File: src/sbl_pkg.sv
// shared types, tables and constants of the stack blur line filter
package sbl_pkg;

    // default sizes
    localparam int DEF_MAX_RADIUS = 63;
    localparam int DEF_MAX_LINE   = 4096;

    // fixed field widths
    localparam int RAD_W  = 6;
    localparam int SUM_W  = 20;
    localparam int MUL_W  = 10;
    localparam int SHR_W  = 5;
    localparam int PROD_W = SUM_W + MUL_W;
    localparam int WGT_W  = 7;
    localparam int TAP_W  = 7;

    // job fields sized for the largest parameter values
    localparam int JOB_LW = 17;
    localparam int JOB_RW = 9;

    // reset value of the radius register
    localparam logic [RAD_W-1:0] RADIUS_RESET = 6'd2;

    // reciprocal multiplier by radius
    localparam logic [MUL_W-1:0] MUL_TAB [0:63] = '{
        10'd512, 10'd512, 10'd456, 10'd512, 10'd328, 10'd456, 10'd335, 10'd512,
        10'd405, 10'd328, 10'd271, 10'd456, 10'd388, 10'd335, 10'd292, 10'd512,
        10'd454, 10'd405, 10'd364, 10'd328, 10'd298, 10'd271, 10'd496, 10'd456,
        10'd420, 10'd388, 10'd360, 10'd335, 10'd312, 10'd292, 10'd273, 10'd512,
        10'd482, 10'd454, 10'd428, 10'd405, 10'd383, 10'd364, 10'd345, 10'd328,
        10'd312, 10'd298, 10'd284, 10'd271, 10'd259, 10'd496, 10'd475, 10'd456,
        10'd437, 10'd420, 10'd404, 10'd388, 10'd374, 10'd360, 10'd347, 10'd335,
        10'd323, 10'd312, 10'd302, 10'd292, 10'd282, 10'd273, 10'd265, 10'd512
    };

    // right shift by radius
    localparam logic [SHR_W-1:0] SHR_TAB [0:63] = '{
        5'd9,  5'd11, 5'd12, 5'd13, 5'd13, 5'd14, 5'd14, 5'd15,
        5'd15, 5'd15, 5'd15, 5'd16, 5'd16, 5'd16, 5'd16, 5'd17,
        5'd17, 5'd17, 5'd17, 5'd17, 5'd17, 5'd17, 5'd18, 5'd18,
        5'd18, 5'd18, 5'd18, 5'd18, 5'd18, 5'd18, 5'd18, 5'd19,
        5'd19, 5'd19, 5'd19, 5'd19, 5'd19, 5'd19, 5'd19, 5'd19,
        5'd19, 5'd19, 5'd19, 5'd19, 5'd19, 5'd20, 5'd20, 5'd20,
        5'd20, 5'd20, 5'd20, 5'd20, 5'd20, 5'd20, 5'd20, 5'd20,
        5'd20, 5'd20, 5'd20, 5'd20, 5'd20, 5'd20, 5'd20, 5'd21
    };

    typedef struct packed {
        logic [7:0] in_red;
        logic [7:0] in_green;
        logic [7:0] in_blue;
        logic [7:0] in_alpha;
        logic       in_last;
    } t_in_item;

    typedef struct packed {
        logic [7:0] out_red;
        logic [7:0] out_green;
        logic [7:0] out_blue;
        logic [7:0] out_alpha;
        logic       out_last;
    } t_out_item;

    // one output to compute
    typedef struct packed {
        logic [JOB_LW-1:0] x;
        logic [JOB_LW-1:0] n;
        logic [JOB_RW-1:0] end_slot;
        logic [RAD_W-1:0]  radius;
        logic              last;
    } t_job;

    localparam int JOB_W = $bits(t_job);

endpackage

File: src/sbl_front.sv
// front: takes pixels, writes the ring, issues output jobs and end-of-line flush
module sbl_front import sbl_pkg::*; #(
    parameter int MAX_RADIUS = DEF_MAX_RADIUS,
    parameter int MAX_LINE   = DEF_MAX_LINE
) (
    input  logic                                i_clk,
    input  logic                                i_rst_n,
    input  logic                                i_cfg_valid,
    input  logic [RAD_W-1:0]                    i_cfg_data,
    input  logic                                i_in_valid,
    output logic                                o_in_ready,
    input  t_in_item                            i_in,
    input  logic                                i_q_empty,
    input  logic                                i_q_full,
    input  logic                                i_back_busy,
    output logic                                o_push,
    output t_job                                o_job,
    output logic                                o_we,
    output logic [$clog2(2*MAX_RADIUS+1)-1:0]   o_waddr,
    output logic [31:0]                         o_wdata
);
    localparam int RS = 2 * MAX_RADIUS + 1;
    localparam int RW = $clog2(RS);
    localparam int LW = $clog2(MAX_LINE + 1);

    typedef enum logic {F_IN, F_FLUSH} t_fstate;

    t_fstate          r_state;
    logic [RAD_W-1:0] r_blur_radius;
    logic [RAD_W-1:0] r_line_radius;
    logic [LW-1:0]    r_received;
    logic [LW-1:0]    r_emitted;
    logic [RW-1:0]    r_wpos;
    logic [LW-1:0]    r_fx;
    logic [LW-1:0]    r_fn;

    logic             accept;
    logic [RAD_W-1:0] eff_radius;
    logic [RAD_W-1:0] lr;
    logic [LW-1:0]    em;
    logic [LW-1:0]    n;
    logic             line_end;
    logic [RW-1:0]    n_wpos;
    logic             emit_now;
    logic             flush_push;
    logic             flush_last;

    assign accept     = i_in_valid && o_in_ready;
    assign o_in_ready = (r_state == F_IN) && i_q_empty && !i_back_busy;

    // radius latched at line start
    assign eff_radius = (int'(i_cfg_data) > MAX_RADIUS) ? RAD_W'(MAX_RADIUS) : i_cfg_data;
    assign lr = (r_received == '0) ? r_blur_radius : r_line_radius;
    assign em = (r_received == '0) ? '0 : r_emitted;
    assign n  = r_received + LW'(1);
    assign line_end = i_in.in_last || (n == LW'(MAX_LINE));
    assign n_wpos = (r_wpos == RW'(RS - 1)) ? '0 : r_wpos + RW'(1);
    assign emit_now = accept && !line_end && ((n - LW'(1)) >= LW'(lr));

    assign flush_push = (r_state == F_FLUSH) && !i_q_full;
    assign flush_last = (r_fx == r_fn - LW'(1));

    // ring write
    assign o_we    = accept;
    assign o_waddr = r_wpos;
    assign o_wdata = {i_in.in_alpha, i_in.in_blue, i_in.in_green, i_in.in_red};

    // job to the queue
    always_comb begin
        o_push = emit_now || flush_push;
        if (r_state == F_FLUSH) begin
            o_job.x        = JOB_LW'(r_fx);
            o_job.n        = JOB_LW'(r_fn);
            o_job.end_slot = JOB_RW'(r_wpos);
            o_job.radius   = r_line_radius;
            o_job.last     = flush_last;
        end else begin
            o_job.x        = JOB_LW'(n - LW'(1) - LW'(lr));
            o_job.n        = JOB_LW'(n);
            o_job.end_slot = JOB_RW'(n_wpos);
            o_job.radius   = lr;
            o_job.last     = 1'b0;
        end
    end

    // radius register, line counters and flush sequencer
    always_ff @(posedge i_clk) begin
        if (!i_rst_n) begin
            r_state       <= F_IN;
            r_blur_radius <= RADIUS_RESET;
            r_line_radius <= RADIUS_RESET;
            r_received    <= '0;
            r_emitted     <= '0;
            r_wpos        <= '0;
            r_fx          <= '0;
            r_fn          <= '0;
        end else begin
            if (i_cfg_valid) begin
                r_blur_radius <= eff_radius;
            end
            case (r_state)
                F_IN: begin
                    if (accept) begin
                        r_line_radius <= lr;
                        r_wpos        <= n_wpos;
                        if (line_end) begin
                            r_fx       <= em;
                            r_fn       <= n;
                            r_received <= '0;
                            r_emitted  <= '0;
                            r_state    <= F_FLUSH;
                        end else begin
                            r_received <= n;
                            r_emitted  <= emit_now ? em + LW'(1) : em;
                        end
                    end
                end
                F_FLUSH: begin
                    if (flush_push) begin
                        r_fx <= r_fx + LW'(1);
                        if (flush_last) begin
                            r_state <= F_IN;
                        end
                    end
                end
                default: r_state <= F_IN;
            endcase
        end
    end
endmodule

File: config.mk
export PLATFORM = sky130hd
export DESIGN_NAME = sbl_front
export DESIGN_NICKNAME = d
export VERILOG_FILES = /design/src/sbl_pkg.sv /design/src/sbl_front.sv
export SDC_FILE = /design/constraint.sdc
export NUM_CORES = 1
export LEC_CHECK = 0
export ABC_AREA = 1
export ABC_CLOCK_PERIOD_IN_PS = 5550
export BUFFER_PORTS_ARGS = -buffer_cell sky130_fd_sc_hd__clkbuf_2
export CORE_MARGIN = 8
export CORE_UTILIZATION = 55
export DETAILED_ROUTE_END_ITERATION = 8
export PLACE_DENSITY = 0.82
export RECOVER_POWER = 25
export SLEW_MARGIN = 20
export SYNTH_ARGS = -nofsm -noshare
export SYNTH_HDL_FRONTEND = slang
export SYNTH_SLANG_ARGS = --single-unit
File: constraint.sdc
create_clock -name i_clk -period 5.55 [get_ports i_clk]
set_input_delay 1.11 -clock i_clk [delete_from_list [all_inputs] [get_ports i_clk]]
set_output_delay 1.11 -clock i_clk [all_outputs]
set_load 0.03 [all_outputs]
==> summary.md <==
| Metric | Value |
|---|---|
| Outcome | finished with violations |
| Violated checks | capacitance limit, slew limit |
| Endpoints failing hold | 0 |
| Initial Util | between 50% and 60% |
| Post-Layout Inst Area | approximately 6000 µm² |
| Hold Buf Count CTS | 0 |
| Die H | 118.4 µm |
| Max VDD drop | approximately 0.00013 V |
| Final min period | approximately 5.2 ns |
| Data required time of the worst path | 4.44 ns |
| Clk network pwr share | a little under a third |
| Worst setup EP type | output pin |
| Worst r2r path cells | 23 |
| Top-area cell type share of the netlist area | about a quarter |
| Setup slack, reg-to-reg | roughly 1.8 ns |
| CTS tree | done |
| Row cnt | 37 |
| Final critical-path share of the clock period | a little over nine tenths |
| CP startpoint kind | flop |
| Leakage | 2.660 nW |
| Most area-hungry cell type in the Yosys netlist | dfxtp_1 |
| Met2 Resource Use GR | approximately 36% |
| Yosys cell types | 46 |
| Slew Limit Headroom | -2.641% |
| Detailed Route Iter0 Violations | between 600 and 700 |
| Average wire per cell in the routed design | 14.59 µm |
| Layout net count | 991 |
| Post-CTS Resized | 0 |
| Met1 GRT Util | between 20% and 30% |
| PwrDens | about 210 nW/µm² |
| Port Buffer Count | 67 |
| Netlist Area Pre-Place | between 5000 and 6000 µm² |
| Placeable Area | about 10000 µm² |
| Clock H-tree levels | 3 |
| Die Area | 14020 µm² |
| Hold depth | 2 |
| Total number of vias | between 5000 and 6000 |
| Final Max Tran Viols | 40 |
| Total grt overflow | 0 |
| Crit Reg-Reg Endpoint | r_emitted[9] |
| Arrival time worst endpoint | 4.10 ns |
| Crit path max-delay cell type | dfxtp_1 |
| Clk root buf | clkbuf_8 |
| Clk pin slew, worst setup/hold paths | about 0.090 ns |
| Clk sink count | 72 |
| Psw | between 0.4 and 0.5 mW |
| EDFF count, synth | 0 |
| Most frequent CP cell | nand2_1 |
| Worst Path Buf+Inv | 3 |
| Most Crowded Layer GR | met2 |
| DR DRC count | 0 |
| Drt total wl | roughly 16000 µm |
| Flops & latches, synth | between 70 and 80 |
| Dpl hpwl | 11760 µm |
| Final TNS setup | 0 ns |
| Share of total power in combinational logic | between 20 and 30% |
| # Post-CTS Setup Buffers | 0 |
| RR Startpoint | r_received[0] |
| Critical path cell sequence | inv_2, ha_1, nand2_1, nor3_1, nand2_1, buf_4, mux2i_2, ha_1, a21oi_1, nand2_1, nand2_1, nand2_1, a21oi_1, nor2_1, nor2_2, nand3_2, nor2_4, nand2_4, nand2_2, o21ai_0, clkbuf_2 |
| Worst hold path class | flop to flop |
| Hold Crit Start | r_emitted[11] |
| I/O pins | 138 |
| Post-synthesis sequential area ratio | about a quarter |
| Largest net degree at the start of global routing | 70 |
| Share of cells above drive strength 1 | 15.28% |
| Vias/cell | between 5 and 6 |
| Met3 usage | around 4.7% |
| Worst slew pin tran | between 1.5 and 2 ns |
| Clk_skew | ~0.019 ns |
| Crit-path max FO | 16 |
| CP delay by family, top | simple AND/OR/NAND/NOR gates |
| Gate Count Post-Synth | between 900 and 1000 |
| Initial antenna violation count | 0 |
| Area contributors post-synth | dfxtp_1, nand2_1, o21ai_0 |
| Worst-case clock buffer depth | 2 |
| Worst Setup Path Type | flop to output pin |
| Vias in the first global route | ~5200 |
| CTS Buf Count | 9 |
| First-pass GRT wire length | ~26000 µm |
| ANT cells | 0 |
| Placed Area | a little under 6000 µm² |
| Worst hold path endpoint | r_emitted[11] |
| Switching part of the total | a little under two fifths |
| Final setup fails | 0 |
| Fmax achieved | just under 200 MHz |
| Seq pwr share | 42.9% |
| Fraction of registers with async set/reset | 0% |
| Syn_area_per_cell | roughly 6.3 µm² |
| CP max stage delay | ~0.48 ns |
| RePlAce Congestion | 0.9564 |
| Synth Warn # | 0 |
| Max_cap viols | 1 |
| Die W | ~120 µm |
| DRT antenna net count | 0 |
| RSZ-0062 raised after global routing | no |
| Layout area overhead | 5.076% |
| GR Util All Layers | between 20% and 30% |
| Int Pwr | roughly 0.79 mW |
| Main synth FF type | dfxtp_1 |
| Drt pass-1 iters | 5 |
| Clock latency on the worst-skew pair | between 0.3 and 0.4 ns |
[cells by family after synthesis]
logic type	share of synthesized area, %
AND/OR/NAND/NOR	32.93
AO/OA/AOI/OAI	17.40
buffers and inverters	14.53
flip-flops	24.99
XOR/XNOR	6.052
adder cells (fa/ha/maj)	3.167
multiplexers	0.8677
other	0.06501
[per-layer routing]
layer | up-vias | share of wire [%]
met3 | 24 | 8.3
met4 | 0 | 1.9
met5 | - | 0
li1 | 2961 | -
met2 | 224 | 47
met1 | 2715 | 43
[flip-flops by register name, indices dropped and copies added, names as in the netlist]
name / flops
r_state: 1
r_fn: 13
r_emitted: 13
r_line_radius: 6
o_waddr: 7
r_blur_radius: 6
r_fx: 13
r_received: 13
[cells in the final DEF, fill, tap and decap left out, drive strengths merged, types with 3 or more instances in the layout]
master and instances:
dfxtp 72, a31oi 9, nand4 14, clkinvlp 3
a211oi 5, nor2 97, nand3 52, buf 6
xnor2 4, o21ai 90, nor3 11, clkbuf 76
ha 13, o22ai 4, xor2 35, nand2 249
inv 101, conb 6, a21oi 65, mux2i 5
o211ai 4, or2 3
[area by class of cell]
type,instances,area [µm²]
inverter,99,371.6
multi-input combinational,676,3521
clock inverter,7,60.06
timing repair buffer,73,371.6
fill,1005,4217
clock buffer,9,123.9
sequential,72,1443
tap,136,170.2
[tightest hold or removal path: stages (launching register included)]
cell and delay (ns):
dfxtp_1 0.32, nand2_1 0.06, a21oi_1 0.05
[cells in the mapped netlist, types with 4 or more instances]
cell type  number
a21oi_2         9
nor2_1         84
a211oi_1        5
a31oi_1         9
nand3_1        49
o22ai_1         4
nor2_2          7
dfxtp_1        72
mux2i_1         5
clkbuf_1       21
xnor2_1         4
inv_1          91
buf_2           7
nand2_2        17
xor2_1         34
o21ai_0        88
nand2_1       229
nand4_1        14
inv_2           6
a21oi_1        56
o211ai_1        4
buf_4          42
nor3_1         11
ha_1           13
buf_1           4
nor2_4          5
[worst max-delay path by stage]
stage                      to     startpoint  depth (start not counted)  slack [ns]
floorplan           o_job[48]  r_received[0]                         21        0.75
global placement    o_job[45]  r_received[0]                         24        0.78
detailed placement  o_job[45]  r_received[0]                         24        0.67
CTS                 o_job[45]  r_received[0]                         24        0.28
global route        o_job[45]  r_received[0]                         24        0.01
finish                 o_push  r_received[0]                         21        0.34
[power by group through the flow]
stage	clock, mW	combinational [mW]	sequential (mW)
2_1_floorplan	0	0.290	0.562
3_3_place_gp	0	0.322	0.562
3_5_place_dp	0	0.325	0.562
4_1_cts	0.407	0.326	0.550
5_1_grt	0.436	0.356	0.553
6_report	0.406	0.327	0.551
[through the flow]
| stage | util [%] | instances | setup WS, ns | power (mW) | hold slack [ns] |
|---|---|---|---|---|---|
| finish | 58.97 | 1072 | 0.3427 | 1.285 | 0.4684 |
| floorplan | - | 923 | 0.7465 | 0.8513 | 0.4282 |
| global route | 58.97 | 1072 | 0.01499 | 1.344 | 0.4953 |
| detailed placement | 57.16 | 1056 | 0.6677 | 0.8871 | 0.4556 |
| CTS | 58.95 | 1072 | 0.2811 | 1.283 | 0.4704 |
| global placement | 57.16 | 1056 | 0.7792 | 0.8839 | 0.4541 |
No activity file was read; power rests on OpenSTA's default activity.
