==> src/sbl_pkg.sv <==
// shared types, tables and constants of the stack blur line filter
package sbl_pkg;

    // default sizes
    localparam int DEF_MAX_RADIUS = 63;
    localparam int DEF_MAX_LINE   = 4096;

    // fixed field widths
    localparam int RAD_W  = 6;
    localparam int SUM_W  = 20;
    localparam int MUL_W  = 10;
    localparam int SHR_W  = 5;
    localparam int PROD_W = SUM_W + MUL_W;
    localparam int WGT_W  = 7;
    localparam int TAP_W  = 7;

    // job fields sized for the largest parameter values
    localparam int JOB_LW = 17;
    localparam int JOB_RW = 9;

    // reset value of the radius register
    localparam logic [RAD_W-1:0] RADIUS_RESET = 6'd2;

    // reciprocal multiplier by radius
    localparam logic [MUL_W-1:0] MUL_TAB [0:63] = '{
        10'd512, 10'd512, 10'd456, 10'd512, 10'd328, 10'd456, 10'd335, 10'd512,
        10'd405, 10'd328, 10'd271, 10'd456, 10'd388, 10'd335, 10'd292, 10'd512,
        10'd454, 10'd405, 10'd364, 10'd328, 10'd298, 10'd271, 10'd496, 10'd456,
        10'd420, 10'd388, 10'd360, 10'd335, 10'd312, 10'd292, 10'd273, 10'd512,
        10'd482, 10'd454, 10'd428, 10'd405, 10'd383, 10'd364, 10'd345, 10'd328,
        10'd312, 10'd298, 10'd284, 10'd271, 10'd259, 10'd496, 10'd475, 10'd456,
        10'd437, 10'd420, 10'd404, 10'd388, 10'd374, 10'd360, 10'd347, 10'd335,
        10'd323, 10'd312, 10'd302, 10'd292, 10'd282, 10'd273, 10'd265, 10'd512
    };

    // right shift by radius
    localparam logic [SHR_W-1:0] SHR_TAB [0:63] = '{
        5'd9,  5'd11, 5'd12, 5'd13, 5'd13, 5'd14, 5'd14, 5'd15,
        5'd15, 5'd15, 5'd15, 5'd16, 5'd16, 5'd16, 5'd16, 5'd17,
        5'd17, 5'd17, 5'd17, 5'd17, 5'd17, 5'd17, 5'd18, 5'd18,
        5'd18, 5'd18, 5'd18, 5'd18, 5'd18, 5'd18, 5'd18, 5'd19,
        5'd19, 5'd19, 5'd19, 5'd19, 5'd19, 5'd19, 5'd19, 5'd19,
        5'd19, 5'd19, 5'd19, 5'd19, 5'd19, 5'd20, 5'd20, 5'd20,
        5'd20, 5'd20, 5'd20, 5'd20, 5'd20, 5'd20, 5'd20, 5'd20,
        5'd20, 5'd20, 5'd20, 5'd20, 5'd20, 5'd20, 5'd20, 5'd21
    };

    typedef struct packed {
        logic [7:0] in_red;
        logic [7:0] in_green;
        logic [7:0] in_blue;
        logic [7:0] in_alpha;
        logic       in_last;
    } t_in_item;

    typedef struct packed {
        logic [7:0] out_red;
        logic [7:0] out_green;
        logic [7:0] out_blue;
        logic [7:0] out_alpha;
        logic       out_last;
    } t_out_item;

    // one output to compute
    typedef struct packed {
        logic [JOB_LW-1:0] x;
        logic [JOB_LW-1:0] n;
        logic [JOB_RW-1:0] end_slot;
        logic [RAD_W-1:0]  radius;
        logic              last;
    } t_job;

    localparam int JOB_W = $bits(t_job);

endpackage

==> src/sbl_back.sv <==
// back: walks the window through the ring, scales, clamps and holds the result
module sbl_back import sbl_pkg::*; #(
    parameter int MAX_RADIUS = DEF_MAX_RADIUS,
    parameter int MAX_LINE   = DEF_MAX_LINE
) (
    input  logic                                i_clk,
    input  logic                                i_rst_n,
    input  logic                                i_q_empty,
    input  t_job                                i_job,
    output logic                                o_pop,
    output logic                                o_busy,
    output logic [$clog2(2*MAX_RADIUS+1)-1:0]   o_raddr,
    input  logic [31:0]                         i_rdata,
    output logic                                o_out_valid,
    input  logic                                i_out_ready,
    output t_out_item                           o_out
);
    localparam int RS = 2 * MAX_RADIUS + 1;
    localparam int RW = $clog2(RS);
    localparam int LW = $clog2(MAX_LINE + 1);
    localparam int PW = LW + 2;

    typedef enum logic [2:0] {S_IDLE, S_RUN, S_DRAIN, S_MUL, S_FIN} t_bstate;

    t_bstate           r_state;
    logic [LW-1:0]     r_x;
    logic [LW-1:0]     r_n;
    logic [RW-1:0]     r_end_slot;
    logic [RAD_W-1:0]  r_radius;
    logic              r_last;
    logic [TAP_W-1:0]  r_tap;
    logic              r_rd_valid;
    logic [WGT_W-1:0]  r_rd_w;
    logic              r_rd_centre;
    logic [SUM_W-1:0]  r_sum [3];
    logic [7:0]        r_alpha;
    logic [PROD_W-1:0] r_prod [3];
    logic              r_out_valid;
    t_out_item         r_out;

    logic signed [PW-1:0] k;
    logic signed [PW-1:0] pos;
    logic [WGT_W-1:0]     abs_k;
    logic [WGT_W-1:0]     weight;
    logic [LW-1:0]        pos_u;
    logic [RW:0]          back_dist;
    logic [RW:0]          slot_raw;
    logic [RW:0]          slot;
    logic [PROD_W-1:0]    scaled [3];
    logic [7:0]           clamped [3];
    logic                 load_out;

    // tap position, clamped to the line
    always_comb begin
        k     = PW'($signed({1'b0, r_tap})) - PW'($signed({1'b0, r_radius}));
        abs_k = (k < 0) ? WGT_W'(-k) : WGT_W'(k);
        weight = WGT_W'(r_radius) + WGT_W'(1) - abs_k;
        pos   = $signed({2'b00, r_x}) + k;
        if (pos < 0) begin
            pos = '0;
        end
        if (pos > $signed({2'b00, r_n - LW'(1)})) begin
            pos = $signed({2'b00, r_n - LW'(1)});
        end
        pos_u     = LW'(pos);
        back_dist = (RW+1)'(r_n - pos_u);
        slot_raw  = {1'b0, r_end_slot} + (RW+1)'(RS) - back_dist;
        slot      = (slot_raw >= (RW+1)'(RS)) ? slot_raw - (RW+1)'(RS) : slot_raw;
    end

    assign o_raddr = RW'(slot);
    assign o_pop   = (r_state == S_IDLE) && !i_q_empty;
    assign o_busy  = (r_state == S_RUN) || (r_state == S_DRAIN);
    assign load_out = (r_state == S_FIN) && (!r_out_valid || i_out_ready);

    // shift and clamp to alpha
    always_comb begin
        for (int c = 0; c < 3; c++) begin
            scaled[c]  = r_prod[c] >> SHR_TAB[r_radius];
            clamped[c] = (scaled[c] > PROD_W'(r_alpha)) ? r_alpha : scaled[c][7:0];
        end
    end

    // sequencer, accumulators and output register
    always_ff @(posedge i_clk) begin
        if (!i_rst_n) begin
            r_state     <= S_IDLE;
            r_rd_valid  <= 1'b0;
            r_out_valid <= 1'b0;
        end else begin
            r_rd_valid <= 1'b0;
            if (r_rd_valid) begin
                for (int c = 0; c < 3; c++) begin
                    r_sum[c] <= r_sum[c] + SUM_W'(i_rdata[8*c +: 8] * r_rd_w);
                end
                if (r_rd_centre) begin
                    r_alpha <= i_rdata[31:24];
                end
            end
            if (r_out_valid && i_out_ready && !load_out) begin
                r_out_valid <= 1'b0;
            end
            case (r_state)
                S_IDLE: begin
                    if (!i_q_empty) begin
                        r_x        <= LW'(i_job.x);
                        r_n        <= LW'(i_job.n);
                        r_end_slot <= RW'(i_job.end_slot);
                        r_radius   <= i_job.radius;
                        r_last     <= i_job.last;
                        r_tap      <= '0;
                        for (int c = 0; c < 3; c++) begin
                            r_sum[c] <= '0;
                        end
                        r_state <= S_RUN;
                    end
                end
                S_RUN: begin
                    r_rd_valid  <= 1'b1;
                    r_rd_w      <= weight;
                    r_rd_centre <= (r_tap == TAP_W'(r_radius));
                    r_tap       <= r_tap + TAP_W'(1);
                    if (r_tap == TAP_W'({r_radius, 1'b0})) begin
                        r_state <= S_DRAIN;
                    end
                end
                S_DRAIN: begin
                    r_state <= S_MUL;
                end
                S_MUL: begin
                    for (int c = 0; c < 3; c++) begin
                        r_prod[c] <= PROD_W'(r_sum[c]) * PROD_W'(MUL_TAB[r_radius]);
                    end
                    r_state <= S_FIN;
                end
                S_FIN: begin
                    if (load_out) begin
                        r_out_valid     <= 1'b1;
                        r_out.out_red   <= clamped[0];
                        r_out.out_green <= clamped[1];
                        r_out.out_blue  <= clamped[2];
                        r_out.out_alpha <= r_alpha;
                        r_out.out_last  <= r_last;
                        r_state         <= S_IDLE;
                    end
                end
                default: r_state <= S_IDLE;
            endcase
        end
    end

    assign o_out_valid = r_out_valid;
    assign o_out       = r_out;
endmodule
==> config.mk <==
export PLATFORM = sky130hd
export DESIGN_NAME = sbl_back
export DESIGN_NICKNAME = d
export VERILOG_FILES = /design/src/sbl_pkg.sv /design/src/sbl_back.sv
export SDC_FILE = /design/constraint.sdc
export NUM_CORES = 2
export LEC_CHECK = 0
export ABC_AREA = 1
export BUFFER_PORTS_ARGS = -buffer_cell sky130_fd_sc_hd__buf_2
export CORE_MARGIN = 2
export CORE_UTILIZATION = 50
export DETAILED_ROUTE_END_ITERATION = 12
export PLACE_DENSITY = 0.66
export SYNTH_ARGS = -nofsm -noshare
export SYNTH_HDL_FRONTEND = slang
export SYNTH_SLANG_ARGS = --single-unit
export TNS_END_PERCENT = 50
==> constraint.sdc <==
create_clock -name i_clk -period 16.8 [get_ports i_clk]
set_input_delay 0.84 -clock i_clk [delete_from_list [all_inputs] [get_ports i_clk]]
set_output_delay 0.84 -clock i_clk [all_outputs]
set_load 0.01 [all_outputs]
==> flow_metrics.py <==
metrics = {
    "min_path": {
        "hold_class": "input pin to flop",
    },
    "critical_path": {
        "critPathLaunchType": "flop",
        "crit_type": "flop to output port",
        "worst_path_most_repeated_cell": "nand2_1",
        "worstPathRequired_ns": 15.96,
        "max_stage_delay_ns": 0.84,
        "reg2reg_slack_ns": 8.65,
        "crit_arrival_ns": 8.69,
        "cp-end-kind": "output port",
        "cp_slowest_cell": "edfxtp_1",
        "cp_max_fo": 16,
    },
    "timing": {
        "slew_violations": 0,
        "min_period_ns": 9.53,
        "rsz0062_at_grt": "false",
        "setup_viol": 0,
        "hold_viol_final": 0,
        "finalSetupTns_ns": 0,
        "max_slew_margin_pct": 22.9,
        "max_freq_ghz": 0.105,
        "clock_skew_ns": 0.0158,
        "tightest_slew_ns": 1.16,
        "period_share_pct": 56.7,
    },
    "clocking": {
        "clock_sinks": 227,
        "numCtsBuffers": 30,
        "clkLatencyLatePin_ns": 0.60,
        "cts_tree": "yes",
        "clockBufferDepth": 3,
        "cts_root_buffer": "clkbuf_16",
        "htreeDepth": 1,
        "clk_pin_slew_ns": 0.07,
        "post_cts_buffers": 0,
        "ctsResizeCount": 0,
        "hold_buffers": 0,
    },
    "flow_run": {
        "max-cap-violations": 0,
    },
    "grt": {
        "antenna_found_initial": 3,
        "grt_pass1_wl_um": 171000,
        "grt_util_met1_pct": 37.3,
        "use_met3_pct": 2.60,
        "first_global_vias": 32800,
        "use_met2_pct": 42.2,
        "grt_max_degree": 82,
        "grt-busiest-layer": "met2",
        "grt-ovfl-total": 0,
        "track_usage_pct": 26.1,
    },
    "floorplanning": {
        "dieArea_um2": 81800,
        "start_util_pct": 50.4,
        "die_w_um": 286,
        "rows": 103,
        "die_h_um": 286,
        "core_um2": 78900,
        "io_pins": 129,
    },
    "routing": {
        "drtAntennaViolNets": 0,
        "finalWirelength_um": 105000,
        "routed-via-count": 33100,
        "drt_iter0_markers": 2334,
        "drtPass1Iterations": 6,
        "wl_per_cell_um": 17.0,
        "via_per_inst": 5.35,
        "drc": 0,
    },
    "synthesis": {
        "syn_avg_cell_area_um2": 7.82,
        "yosys_warnings": 0,
        "ys.flop_type": "edfxtp_1",
        "ys_async_sr_fraction_pct": 0,
        "ys_seq_area_share_pct": 15.5,
        "synthesis.area_um2": 39800,
        "syn-num-nets": 6144,
        "synth_cells": 5085,
        "ys_types": 59,
        "ys_ff_latch": 227,
        "synth-edff-count": 162,
    },
    "cells_and_area": {
        "nNetsFinal": 6171,
        "fillCellCount": 7627,
        "syn_to_final_growth_pct": 6.35,
        "drive_above_1_share_pct": 5.12,
    },
    "placed_design": {
        "place_congestion": 0.881,
        "dp_hpwl_um": 81800,
        "io_buffers": 118,
    },
    "outcome": {
        "status": "finished, final reports clean",
    },
}
per-stage QoR:
| stage | utilization (%) | setup slack [ns] | cells | hold WS, ns | instance area (um2) |
|---|---|---|---|---|---|
| after floorplan | - | 9.46 | 5085 | 0.400 | 39800 |
| after global placement | 52.3 | 8.03 | 6130 | 0.405 | 41300 |
| after detailed placement | 52.3 | 7.93 | 6130 | 0.410 | 41300 |
| after CTS | 53.6 | 7.27 | 6186 | 0.370 | 42300 |
| after global routing | 53.6 | 6.51 | 6186 | 0.389 | 42300 |
| final | 53.6 | 7.27 | 6187 | 0.412 | 42300 |
metal layers:
layer  share of wire [%]  routed length (um)
met4                 3.1                3260
met3                 6.3                6650
met2                  45               47800
met1                  45               47600
met5               0.023                  24
worst max-delay path, delay by kind of cell, from the launching register on:
family	cells	cell delay, ns
adder cells (fa/ha/maj)	6	2.31
AND/OR/NAND/NOR	24	2.24
AO/OA/AOI/OAI	6	1.52
buffers and inverters	5	0.87
flip-flops	1	0.84
XOR/XNOR	1	0.30
layout make-up:
type,instances,area (um2),area share [%]
tap,1050,1310,3.11
multi-input combinational,3668,29100,68.7
timing repair buffer,155,868,2.05
sequential,227,6170,14.6
antenna,1,2.50,0.00592
inverter,1030,3870,9.15
clock buffer,38,822,1.94
clock inverter,18,210,0.497
path summary, 6_finish.rpt:
path / from / end / depth (start not counted)
setup reg to reg: r_radius[1]$_DFFE_PP_ / r_prod[0][85]$_DFFE_PP_ / 29
setup / recovery: r_radius[5]$_DFFE_PP_ / o_raddr[6] / 42
hold / removal: i_job[7] / r_end_slot[0]$_DFFE_PP_ / 1
hold reg to reg: r_last$_DFFE_PP_ / o_out[0]$_DFFE_PP_ / 0
sequential cells by signal, indices dropped and copies added (netlist names):
name,flops
r_prod,66
r_sum,60
o_out,33
r_n,13
r_x,13
r_alpha,8
r_end_slot,7
r_rd_w,7
r_tap,7
r_radius,6
r_state,3
o_out_valid,1
r_last,1
r_rd_centre,1
r_rd_valid,1
cell usage in the layout, fill, tap and decap left out, drive strengths merged, types with 21 or more instances in the layout:
cell type / n
nor2: 459
ha: 410
clkbuf: 38
dfxtp: 65
nand4: 24
nand3: 332
clkinv: 21
xor2: 101
nor3: 29
inv: 1019
nand2: 1125
a21oi: 235
o21ai: 192
fa: 563
buf: 155
o211ai: 38
xnor2: 45
edfxtp: 162
Yosys cell counts, types with 4 or more instances:
cell | number | area share [%]
ha_1 | 410 | 13
buf_6 | 6 | 0.17
inv_1 | 1006 | 9.5
o22ai_1 | 4 | 0.063
nand2_2 | 8 | 0.13
a21boi_0 | 10 | 0.19
nand2_1 | 1111 | 10
xnor2_1 | 45 | 0.99
a211oi_1 | 4 | 0.075
o211ai_1 | 38 | 0.72
buf_2 | 40 | 0.50
or2_2 | 6 | 0.094
a21o_1 | 14 | 0.26
dfxtp_1 | 65 | 3.3
nand3b_1 | 5 | 0.094
o21bai_1 | 13 | 0.25
inv_2 | 9 | 0.085
clkbuf_1 | 94 | 0.89
o21a_1 | 4 | 0.075
clkinv_1 | 14 | 0.13
nand2_4 | 4 | 0.11
buf_1 | 12 | 0.11
nand4_1 | 23 | 0.36
nor3_1 | 29 | 0.36
o21ai_0 | 169 | 2.1
a21oi_1 | 233 | 2.9
o21ai_1 | 23 | 0.29
buf_4 | 8 | 0.15
fa_1 | 563 | 28
edfxtp_1 | 162 | 12
xor2_1 | 101 | 2.2
nor2_1 | 454 | 4.3
nand3_1 | 327 | 4.1
o31ai_1 | 5 | 0.094
a31oi_1 | 14 | 0.22
nor4_1 | 9 | 0.14
cell families after synthesis:
| logic type | Yosys count | share of synthesized area, % |
|---|---|---|
| compound gates | 547 | 7.68 |
| simple gates | 2000 | 20.8 |
| buf+inv | 1190 | 11.6 |
| fa+ha+maj | 973 | 41.2 |
| flops | 227 | 15.5 |
| xor+xnor | 146 | 3.21 |
| mux | 2 | 0.0503 |
Power is left out: the tool's default activity adds up to more than one toggle a clock period on the data nets, which glitch-free logic cannot reach.
