### src/sbl_queue.sv
// two-entry job queue between front and back
module sbl_queue #(
    parameter int WIDTH = 8
) (
    input  logic             i_clk,
    input  logic             i_rst_n,
    input  logic             i_push,
    input  logic [WIDTH-1:0] i_data,
    input  logic             i_pop,
    output logic [WIDTH-1:0] o_data,
    output logic             o_empty,
    output logic             o_full
);
    logic [WIDTH-1:0] r_mem [2];
    logic             r_head;
    logic             r_tail;
    logic [1:0]       r_count;

    // storage
    always_ff @(posedge i_clk) begin
        if (i_push) begin
            r_mem[r_tail] <= i_data;
        end
    end

    // pointers and fill
    always_ff @(posedge i_clk) begin
        if (!i_rst_n) begin
            r_head  <= 1'b0;
            r_tail  <= 1'b0;
            r_count <= 2'd0;
        end else begin
            if (i_push) begin
                r_tail <= ~r_tail;
            end
            if (i_pop) begin
                r_head <= ~r_head;
            end
            if (i_push && !i_pop) begin
                r_count <= r_count + 2'd1;
            end else if (i_pop && !i_push) begin
                r_count <= r_count - 2'd1;
            end
        end
    end

    assign o_data  = r_mem[r_head];
    assign o_empty = (r_count == 2'd0);
    assign o_full  = (r_count == 2'd2);
endmodule

### config.mk
export PLATFORM = sky130hd
export DESIGN_NAME = sbl_queue
export DESIGN_NICKNAME = d
export VERILOG_FILES = /design/src/sbl_queue.sv
export SDC_FILE = /design/constraint.sdc
export NUM_CORES = 1
export LEC_CHECK = 0
export BUFFER_PORTS_ARGS = -buffer_cell sky130_fd_sc_hd__buf_2
export CAP_MARGIN = 10
export CORE_ASPECT_RATIO = 0.9
export CORE_UTILIZATION = 52
export DETAILED_ROUTE_END_ITERATION = 8
export PLACE_DENSITY = 0.9
export RECOVER_POWER = 50
export SLEW_MARGIN = 20
export SYNTH_ARGS = -nofsm -noshare
export SYNTH_HDL_FRONTEND = slang
export SYNTH_SLANG_ARGS = --single-unit
### constraint.sdc
create_clock -name i_clk -period 2.1 [get_ports i_clk]
set_clock_uncertainty 0.2 [all_clocks]
set_input_delay 0.21 -clock i_clk [delete_from_list [all_inputs] [get_ports i_clk]]
set_output_delay 0.21 -clock i_clk [all_outputs]
set_load 0.02 [all_outputs]
==> qor.csv, run 1 <==
stage,metric,value,unit
detailed_routing,drt_iter0_drc,0,
finish,final_layout_size_suffix_gt1_share,34.6,%
global_routing,grt_first_pass_wirelength,1850,µm
detailed_routing,viasPerCell,4.96,
worst_setup_path,criticalPathCategory,reg -> out,
timing,period_minus_slack,1.78,ns
timing,fin_crit_sh,85.0,%
clock_network,cts.sinks,21,
global_routing,antenna_found_initial,0,
detailed_routing,ant_nets,0,
clock_network,cts_tree,done,
detailed_routing,drt_pass1_iterations,1,
synth,syn-num-nets,60,
detailed_routing,wire_per_inst,12.6,µm
floorplanning,die_h,39.1,µm
synth,ys.warnings.count,0,
synth,yosysUniqueCellTypes,16,
timing,relSlewSlack,68.5,%
finish,fin_area,1030,µm²
finish,final.fill_count,110,
detailed_routing,drt_wl_total,1210,µm
clock_network,ctsLongestPathBuffers,2,
power,power_density,787,nW/µm²
floorplanning,dieWidth,43.2,µm
timing,hold_viol_final,0,
finish,area_growth,29.3,%
synth,syn_avg_cell_area,16.9,µm²
worst_setup_path,critical_path.top_delay_family,flip-flops,
power,p_int,0.616,mW
clock_network,cts_htree_levels,1,
floorplanning,start_util,55.5,%
outcome,status,finished clean,
timing,slew_violations,0,
power,pwr-share-seq,60.9,%
clock_network,postCtsSetupBuffers,0,
place,gp_congestion,0.614,
power,clkPwrFrac,22.4,%
finish,seqCellArea,581,µm²
floorplanning,dieArea,1690,µm²
finish,finalNetCount,95,
finish,multiInputGateArea,205,µm²
synth,syn_area,795,µm²
power,power.switching,0.192,mW
power,ir_drop,0.527,mV
worst_setup_path,slowest_stage,dfxtp_1,
timing,worstMarginPinSlew,0.473,ns
synth,synth_cells,47,
worst_hold_path,hp-class,in -> reg,
power,power.total,0.808,mW
timing,fmaxAchievable,0.560,GHz
worst_setup_path,required,1.69,ns
worst_setup_path,cp-end-kind,output pin,
finish,stdcell_count,96,
timing,whs,0.0694,ns
clock_network,insertion_delay,0.28,ns
place,dp.cells,83,
worst_setup_path,startpoint_type,register,
clock_network,numCtsBuffers,3,
place,detailed_place.area,921,µm²
synth,synth-seq-cells,21,
timing,setup_viol_count_final,0,
power,swShare,23.7,%
detailed_routing,drcViolationCount,0,
place,port_buffers,21,
global_routing,overflow,0,
clock_network,clk_pin_slew,0.11,ns
power,p_leak,0.402,nW
floorplanning,placementRows,13,
power,p_comb_share,16.7,%
global_routing,grt_pass1_vias,428,
worst_setup_path,slowest_delay,0.54,ns
synth,seq_area_frac_synth,73.1,%
worst_setup_path,arrival,1.37,ns
timing,rsz0062_at_grt,false,
timing,tns,0,ns
global_routing,track_usage,16.0,%
clock_network,root_buffer,clkbuf_4,
worst_setup_path,worst-path-buf-inv,1,
floorplanning,io_pins,22,
run,max_cap_violations,0,
worst_setup_path,cp_cell_sequence,mux2_2 > buf_2,
global_routing,grt_max_degree,12,
detailed_routing,vias,476,
worst_setup_path,critical_path.max_fanout,8,
floorplanning,coreArea,1430,µm²
finish,n_antenna_cell,0,
-- metal layers --
layer	GRT usage, %	wire, µm	up-vias
met3	4.21	53	0
met4	6.82	0	0
met2	28.4	629	13
li1	-	-	240
met5	0	0	-
met1	18.5	521	223
-- flip-flops by register name, summed over array words and instances (netlist names), named ones only --
name     flops
r_head       1
r_tail       1
r_count      2
r_mem       16
-- cells in the final DEF (no fill, tap or decap), drive strengths merged --
master       Yosys  final
buf              1     17
edfxtp          16     16
dlygate4sd3      0      9
clkbuf           0      9
mux2             8      8
dfxtp            5      5
and2             4      4
xor2             2      2
nor2b            2      2
nor2             1      1
and2b            1      1
inv              1      1
o21a             1      1
o21ai            1      1
or3              1      1
a21boi           1      1
xnor2            1      1
ha               1      1
-- worst register-to-register path, cell delays in order, from the launching register on --
cell and delay (ns):
dfxtp_1 0.33, nor2b_1 0.14, clkbuf_1 0.40
-- path summary, 6_finish.rpt --
| kind | slack, ns | from | to | cells after the start |
|---|---|---|---|---|
| worst max register to register | 0.69 | r_tail$_SDFFE_PN0P_ | r_mem[0][3]$_DFFE_PP_ | 2 |
| worst min register to register | 0.31 | r_count[1]$_SDFFE_PN0P_ | r_count[1]$_SDFFE_PN0P_ | 2 |
| worst min-delay path | 0.07 | i_push | r_tail$_SDFFE_PN0P_ | 3 |
| worst max-delay path | 0.32 | register | o_data[5] | 2 |
-- cell usage after synthesis, drive strengths merged --
| cell | instances | area (µm²) |
|---|---|---|
| inv | 1 | 3.75 |
| or3 | 1 | 6.26 |
| o21ai | 1 | 5.00 |
| o21a | 1 | 7.51 |
| mux2 | 8 | 90.1 |
| edfxtp | 16 | 480 |
| and2b | 1 | 8.76 |
| xnor2 | 1 | 8.76 |
| nor2 | 1 | 3.75 |
| and2 | 4 | 25.0 |
| nor2b | 2 | 12.5 |
| dfxtp | 5 | 100 |
| xor2 | 2 | 17.5 |
| a21boi | 1 | 7.51 |
| ha | 1 | 12.5 |
| buf | 1 | 5.00 |
-- cell families after synthesis --
kind of cell / synth area share (%)
compound gates: 2.52
buf+inv: 1.10
xor+xnor: 3.31
flops: 73.1
mux: 11.3
fa+ha+maj: 1.57
simple gates: 7.09
-- cell type report --
class	count	share of cell area [%]
clock buffers	4	2.56
inverters	1	0.365
flip-flops and latches	21	56.5
multi-input cells	24	20.0
repair buffers	31	18.8
well taps	15	1.83
-- power by group through the flow --
stage	Clock (mW)	Sequential, mW	Combinational [mW]
finish	0.181	0.492	0.135
global route	0.210	0.496	0.146
CTS	0.188	0.492	0.139
detailed placement	0	0.502	0.126
global placement	0	0.500	0.121
floorplan	0	0.493	0.0890
-- repair_timing --
item,CTS,global route
setup endpoints to repair,0,0
hold buffers,9,0
resized for setup,0,0
endpoints found under the hold margin,21,0
-- per-stage QoR --
step	utilization (%)	setup slack (ns)
2_1_floorplan	-	0.796
3_3_place_gp	64.3	0.649
3_5_place_dp	64.3	0.638
4_1_cts	72.5	0.300
5_1_grt	71.8	0.236
6_report	71.8	0.316
Power figures use the tool's default switching activity.
==> run 2, diff against run 1 <==
--- a/config.mk
+++ b/config.mk
@@ -8,9 +8,9 @@
 export BUFFER_PORTS_ARGS = -buffer_cell sky130_fd_sc_hd__buf_2
 export CAP_MARGIN = 10
 export CORE_ASPECT_RATIO = 0.9
-export CORE_UTILIZATION = 52
+export CORE_UTILIZATION = 48
 export DETAILED_ROUTE_END_ITERATION = 8
-export PLACE_DENSITY = 0.9
+export PLACE_DENSITY = 0.85
 export RECOVER_POWER = 50
 export SLEW_MARGIN = 20
 export SYNTH_ARGS = -nofsm -noshare
==> constraint.sdc (replaced) <==
create_clock -name i_clk -period 1.8 [get_ports i_clk]
set_clock_uncertainty 0.2 [all_clocks]
set_input_delay 0.18 -clock i_clk [delete_from_list [all_inputs] [get_ports i_clk]]
set_output_delay 0.18 -clock i_clk [all_outputs]
set_load 0.02 [all_outputs]
==> qor.csv, run 2 (synthesized netlist as in run 1, its figures left out) <==
stage,metric,value,unit
power,p_comb_share,16.6,%
detailed_routing,drcViolationCount,0,
floorplanning,dieArea,1820,µm²
finish,stdcell_count,103,
detailed_routing,drt_wl_total,1100,µm
floorplanning,placementRows,13,
worst_setup_path,cp_cell_sequence,mux2_2 > buf_2,
clock_network,root_buffer,clkbuf_4,
clock_network,ctsLongestPathBuffers,2,
place,port_buffers,21,
finish,final_layout_size_suffix_gt1_share,38.3,%
timing,worstMarginPinSlew,0.468,ns
power,swShare,23.7,%
timing,hold_viol_final,0,
timing,fin_crit_sh,90.5,%
clock_network,postCtsSetupBuffers,0,
timing,setup_viol_count_final,0,
clock_network,cts.sinks,21,
worst_setup_path,criticalPathCategory,reg -> out,
floorplanning,start_util,53.1,%
place,dp.cells,90,
finish,finalNetCount,95,
floorplanning,die_h,40.6,µm
worst_hold_path,hp-class,in -> reg,
finish,final_cell_mix,"buf_2 (16), edfxtp_1 (16), dlygate4sd3_1 (9)",
global_routing,grt_first_pass_wirelength,1590,µm
detailed_routing,viasPerCell,4.53,
detailed_routing,ant_nets,0,
worst_setup_path,startpoint_type,register,
power,p_leak,0.407,nW
finish,regMostFlops,r_mem,
worst_setup_path,cp-end-kind,output pin,
power,ir_drop,0.638,mV
timing,rsz0062_at_grt,false,
timing,tns,0,ns
clock_network,insertion_delay,0.28,ns
worst_setup_path,slowest_delay,0.44,ns
timing,slew_violations,0,
clock_network,cts_tree,done,
worst_setup_path,r2r_setup_slack,0.39,ns
global_routing,track_usage,13.5,%
timing,fmaxAchievable,0.614,GHz
detailed_routing,drt_pass1_iterations,4,
timing,relSlewSlack,68.8,%
power,power_density,903,nW/µm²
global_routing,antenna_found_initial,0,
detailed_routing,drt_iter0_drc,4,
detailed_routing,wire_per_inst,10.7,µm
clock_network,numCtsBuffers,3,
timing,period_minus_slack,1.63,ns
worst_setup_path,arrival,1.25,ns
worst_setup_path,required,1.42,ns
floorplanning,coreArea,1500,µm²
run,max_cap_violations,0,
global_routing,overflow,0,
timing,whs,0.0270,ns
place,gp_congestion,0.617,
floorplanning,io_pins,22,
worst_setup_path,worst-path-buf-inv,1,
power,pwr-share-seq,61.1,%
clock_network,cts_htree_levels,1,
finish,largest_reg_flops,16,
outcome,status,finished clean,
worst_setup_path,slowest_stage,dfxtp_2,
worst_setup_path,critical_path.max_fanout,8,
finish,reg_top3,"r_mem: 16 flops, r_count: 2 flops",
worst_setup_path,critical_path.top_delay_family,flip-flops,
finish,n_antenna_cell,0,
floorplanning,dieWidth,44.9,µm
detailed_routing,vias,467,
power,clkPwrFrac,22.3,%
finish,area_growth,30.9,%
power,p_int,0.716,mW
power,power.switching,0.222,mW
finish,utilization,69.5,%
global_routing,grt_max_degree,13,
global_routing,grt_pass1_vias,418,
finish,final.fill_count,126,
clock_network,clk_pin_slew,0.11,ns
## run 2: cell types whose count changed in the layout (fill, tap and decap cells not counted), sizes merged
| cell | delta |
|---|---|
| buf | -1 |
| clkinv | +1 |
## run 2: per-layer routing
metal | share of wire [%] | vias to the layer above | GRT usage (%)
met2 | 56 | 15 | 26.1
met1 | 40 | 215 | 13.3
met3 | 4.6 | 0 | 4.05
li1 | - | 237 | -
met5 | 0 | - | 0
met4 | 0 | 0 | 6.82
## run 2: path summary, 6_finish.rpt
path	start	end	cells after the start
min	i_pop	r_head$_SDFFE_PN0P_	3
max	register	o_data[5]	2
max reg2reg	r_tail$_SDFFE_PN0P_	r_mem[0][1]$_DFFE_PP_	2
min reg2reg	r_count[1]$_SDFFE_PN0P_	r_count[1]$_SDFFE_PN0P_	2
## run 2: power by group through the flow
stage | clock network [mW] | registers [mW] | logic (mW)
after floorplan | 0 | 0.575 | 0.104
after global placement | 0 | 0.583 | 0.142
after detailed placement | 0 | 0.585 | 0.144
after CTS | 0.218 | 0.574 | 0.160
after global routing | 0.236 | 0.578 | 0.169
final | 0.209 | 0.573 | 0.156
## run 2: repair_timing
action | in CTS | in global routing
setup endpoints to repair | 0 | 6
hold endpoints to repair | 21 | 0
gates resized for setup | 0 | 1
hold buffers | 9 | 0
## run 2: tightest hold or removal path: stages
cell	delay, ns
buf_2	0.09
xor2_1	0.06
and2_0	0.14
## run 2: layout make-up
class | count | area (µm²) | area share (%)
Inverter | 1 | 3.75 | 0.361
Clock buffer | 3 | 22.5 | 2.17
Sequential cell | 21 | 582 | 56.0
Multi-Input combinational cell | 24 | 205 | 19.7
Timing Repair Buffer | 31 | 194 | 18.7
Tap cell | 22 | 27.5 | 2.65
Clock inverter | 1 | 5.00 | 0.481
## run 2: per-stage QoR
| stage | power (mW) | worst slack, ns | area (µm²) |
|---|---|---|---|
| global route | 0.983 | 0.106 | 1040 |
| finish | 0.938 | 0.171 | 1040 |
| detailed placement | 0.729 | 0.369 | 930 |
| floorplan | 0.679 | 0.496 | 795 |
| global placement | 0.725 | 0.369 | 930 |
| CTS | 0.951 | 0.0303 | 1050 |
==> run 3, diff against run 2 <==
--- a/config.mk
+++ b/config.mk
@@ -7,7 +7,6 @@
 export LEC_CHECK = 0
 export BUFFER_PORTS_ARGS = -buffer_cell sky130_fd_sc_hd__buf_2
 export CAP_MARGIN = 10
-export CORE_ASPECT_RATIO = 0.9
 export CORE_UTILIZATION = 48
 export DETAILED_ROUTE_END_ITERATION = 8
 export PLACE_DENSITY = 0.85
==> qor.csv, run 3 (synthesized netlist as in run 1, its figures left out) <==
stage,metric,value,unit
outcome,status,finished clean,
worst_hold_path,holdPathEnd,r_head$_SDFFE_PN0P_,
timing,rsz0062_at_grt,false,
finish,finalNetCount,95,
power,p_comb_share,16.6,%
floorplanning,io_pins,22,
finish,reg_top3,"r_mem: 16 flops, r_count: 2 flops",
worst_hold_path,min_path_cells,3,
worst_setup_path,required,1.42,ns
clock_network,cts_htree_levels,1,
timing,whs,0.0316,ns
power,power.total,0.945,mW
timing,setup_viol_count_final,0,
power,swShare,24.2,%
worst_setup_path,critical_path.max_fanout,8,
worst_setup_path,cp-end-kind,output pin,
place,detailed_place.area,922,µm²
place,place_hpwl,803,µm
finish,n_antenna_cell,0,
floorplanning,coreArea,1520,µm²
place,gp_congestion,0.612,
place,dp.cells,84,
run,max_cap_violations,0,
finish,largest_reg_flops,16,
finish,final_layout_size_suffix_gt1_share,38.3,%
detailed_routing,viasPerCell,4.88,
worst_setup_path,startpoint_type,register,
place,pre_cts_slack,0.363,ns
power,power_density,915,nW/µm²
timing,worstMarginPinSlew,0.486,ns
global_routing,grt_first_pass_wirelength,1880,µm
worst_setup_path,r2r_cells,2,
power,power.switching,0.229,mW
timing,fin_crit_sh,90.3,%
clock_network,insertion_delay,0.29,ns
global_routing,grt_pass1_vias,467,
timing,slew_violations,0,
finish,utilization,67.7,%
finish,area_growth,29.9,%
timing,period_minus_slack,1.62,ns
worst_setup_path,criticalPathCategory,reg -> out,
global_routing,grt_max_degree,13,
floorplanning,dieArea,1820,µm²
worst_setup_path,r2r-start,r_tail$_SDFFE_PN0P_,
timing,tns,0,ns
global_routing,track_usage,14.1,%
power,p_int,0.716,mW
clock_network,numCtsBuffers,3,
timing,fmaxAchievable,0.615,GHz
finish,stdcell_count,97,
timing,relSlewSlack,67.6,%
detailed_routing,ant_nets,0,
worst_setup_path,reg2reg_to,r_mem[0][5]$_DFFE_PP_,
finish,regMostFlops,r_mem,
global_routing,overflow,0,
finish,fin_area,1030,µm²
power,pwr-share-seq,60.8,%
worst_hold_path,hold_start,i_pop,
floorplanning,die_h,42.7,µm
floorplanning,placementRows,14,
clock_network,postCtsSetupBuffers,0,
detailed_routing,drcViolationCount,0,
finish,final_cell_mix,"buf_2 (17), edfxtp_1 (16), dlygate4sd3_1 (9)",
detailed_routing,drt_pass1_iterations,4,
global_routing,antenna_found_initial,0,
clock_network,root_buffer,clkbuf_4,
timing,hold_viol_final,0,
detailed_routing,drt_iter0_drc,4,
finish,layout_commonest_cell,buf_2,
detailed_routing,wire_per_inst,11.8,µm
detailed_routing,drt_wl_total,1150,µm
floorplanning,dieWidth,42.7,µm
place,port_buffers,21,
floorplanning,start_util,52.1,%
detailed_routing,vias,473,
worst_setup_path,arrival,1.24,ns
clock_network,clk_pin_slew,0.11,ns
power,p_leak,0.407,nW
worst_hold_path,hp-class,in -> reg,
timing,layout_setup_ws,0.175,ns
power,ir_drop,0.479,mV
clock_network,cts_tree,done,
worst_setup_path,r2r_setup_slack,0.37,ns
power,clkPwrFrac,22.5,%
clock_network,cts.sinks,21,
clock_network,ctsLongestPathBuffers,2,
run 3: changes by cell type in the layout (fill, tap and decap cells not counted), sizes merged:
cell	before	now
clkbuf	9	8
buf	16	17
run 3: routing by layer:
layer / global-route usage (%) / share of wire [%]
met5: 0 / 0
met4: 3.75 / 0
met3: 3.83 / 5.0
met2: 24.8 / 52
met1: 16.7 / 43
run 3: how the worst max path moves through the flow:
stage / from / to / cells past startpoint
6_report: register / o_data[0] / 2
5_1_grt: register / o_data[3] / 2
4_1_cts: register / o_data[1] / 2
3_5_place_dp: register / o_data[1] / 2
3_3_place_gp: register / o_data[1] / 2
2_1_floorplan: r_tail$_SDFFE_PN0P_ / r_mem[0][0]$_DFFE_PP_ / 1
run 3: area by class of cell:
cell class	instances	area, µm²
inverter	1	3.75
fill	118	492
clock inverter	1	5.00
timing repair buffer	31	194
multi-input combinational	24	205
tap	16	20.0
sequential	21	582
clock buffer	3	22.5
run 3: repair_timing:
action / in CTS / in global routing
endpoints found under the hold margin: 21 / 0
endpoints found under the setup margin: 0 / 4
resized for setup: 0 / 1
hold buffers: 9 / 0
run 3: critical path, cell delays in order, from the launching register on:
cell and delay (ns):
dfxtp_2 0.45, mux2_2 0.36, buf_2 0.16
run 3: power groups by stage:
| stage | clock network (mW) | logic (mW) | registers (mW) |
|---|---|---|---|
| floorplan | 0 | 0.104 | 0.575 |
| finish | 0.213 | 0.157 | 0.575 |
| global route | 0.241 | 0.170 | 0.579 |
| global placement | 0 | 0.142 | 0.583 |
| CTS | 0.221 | 0.161 | 0.574 |
| detailed placement | 0 | 0.145 | 0.586 |
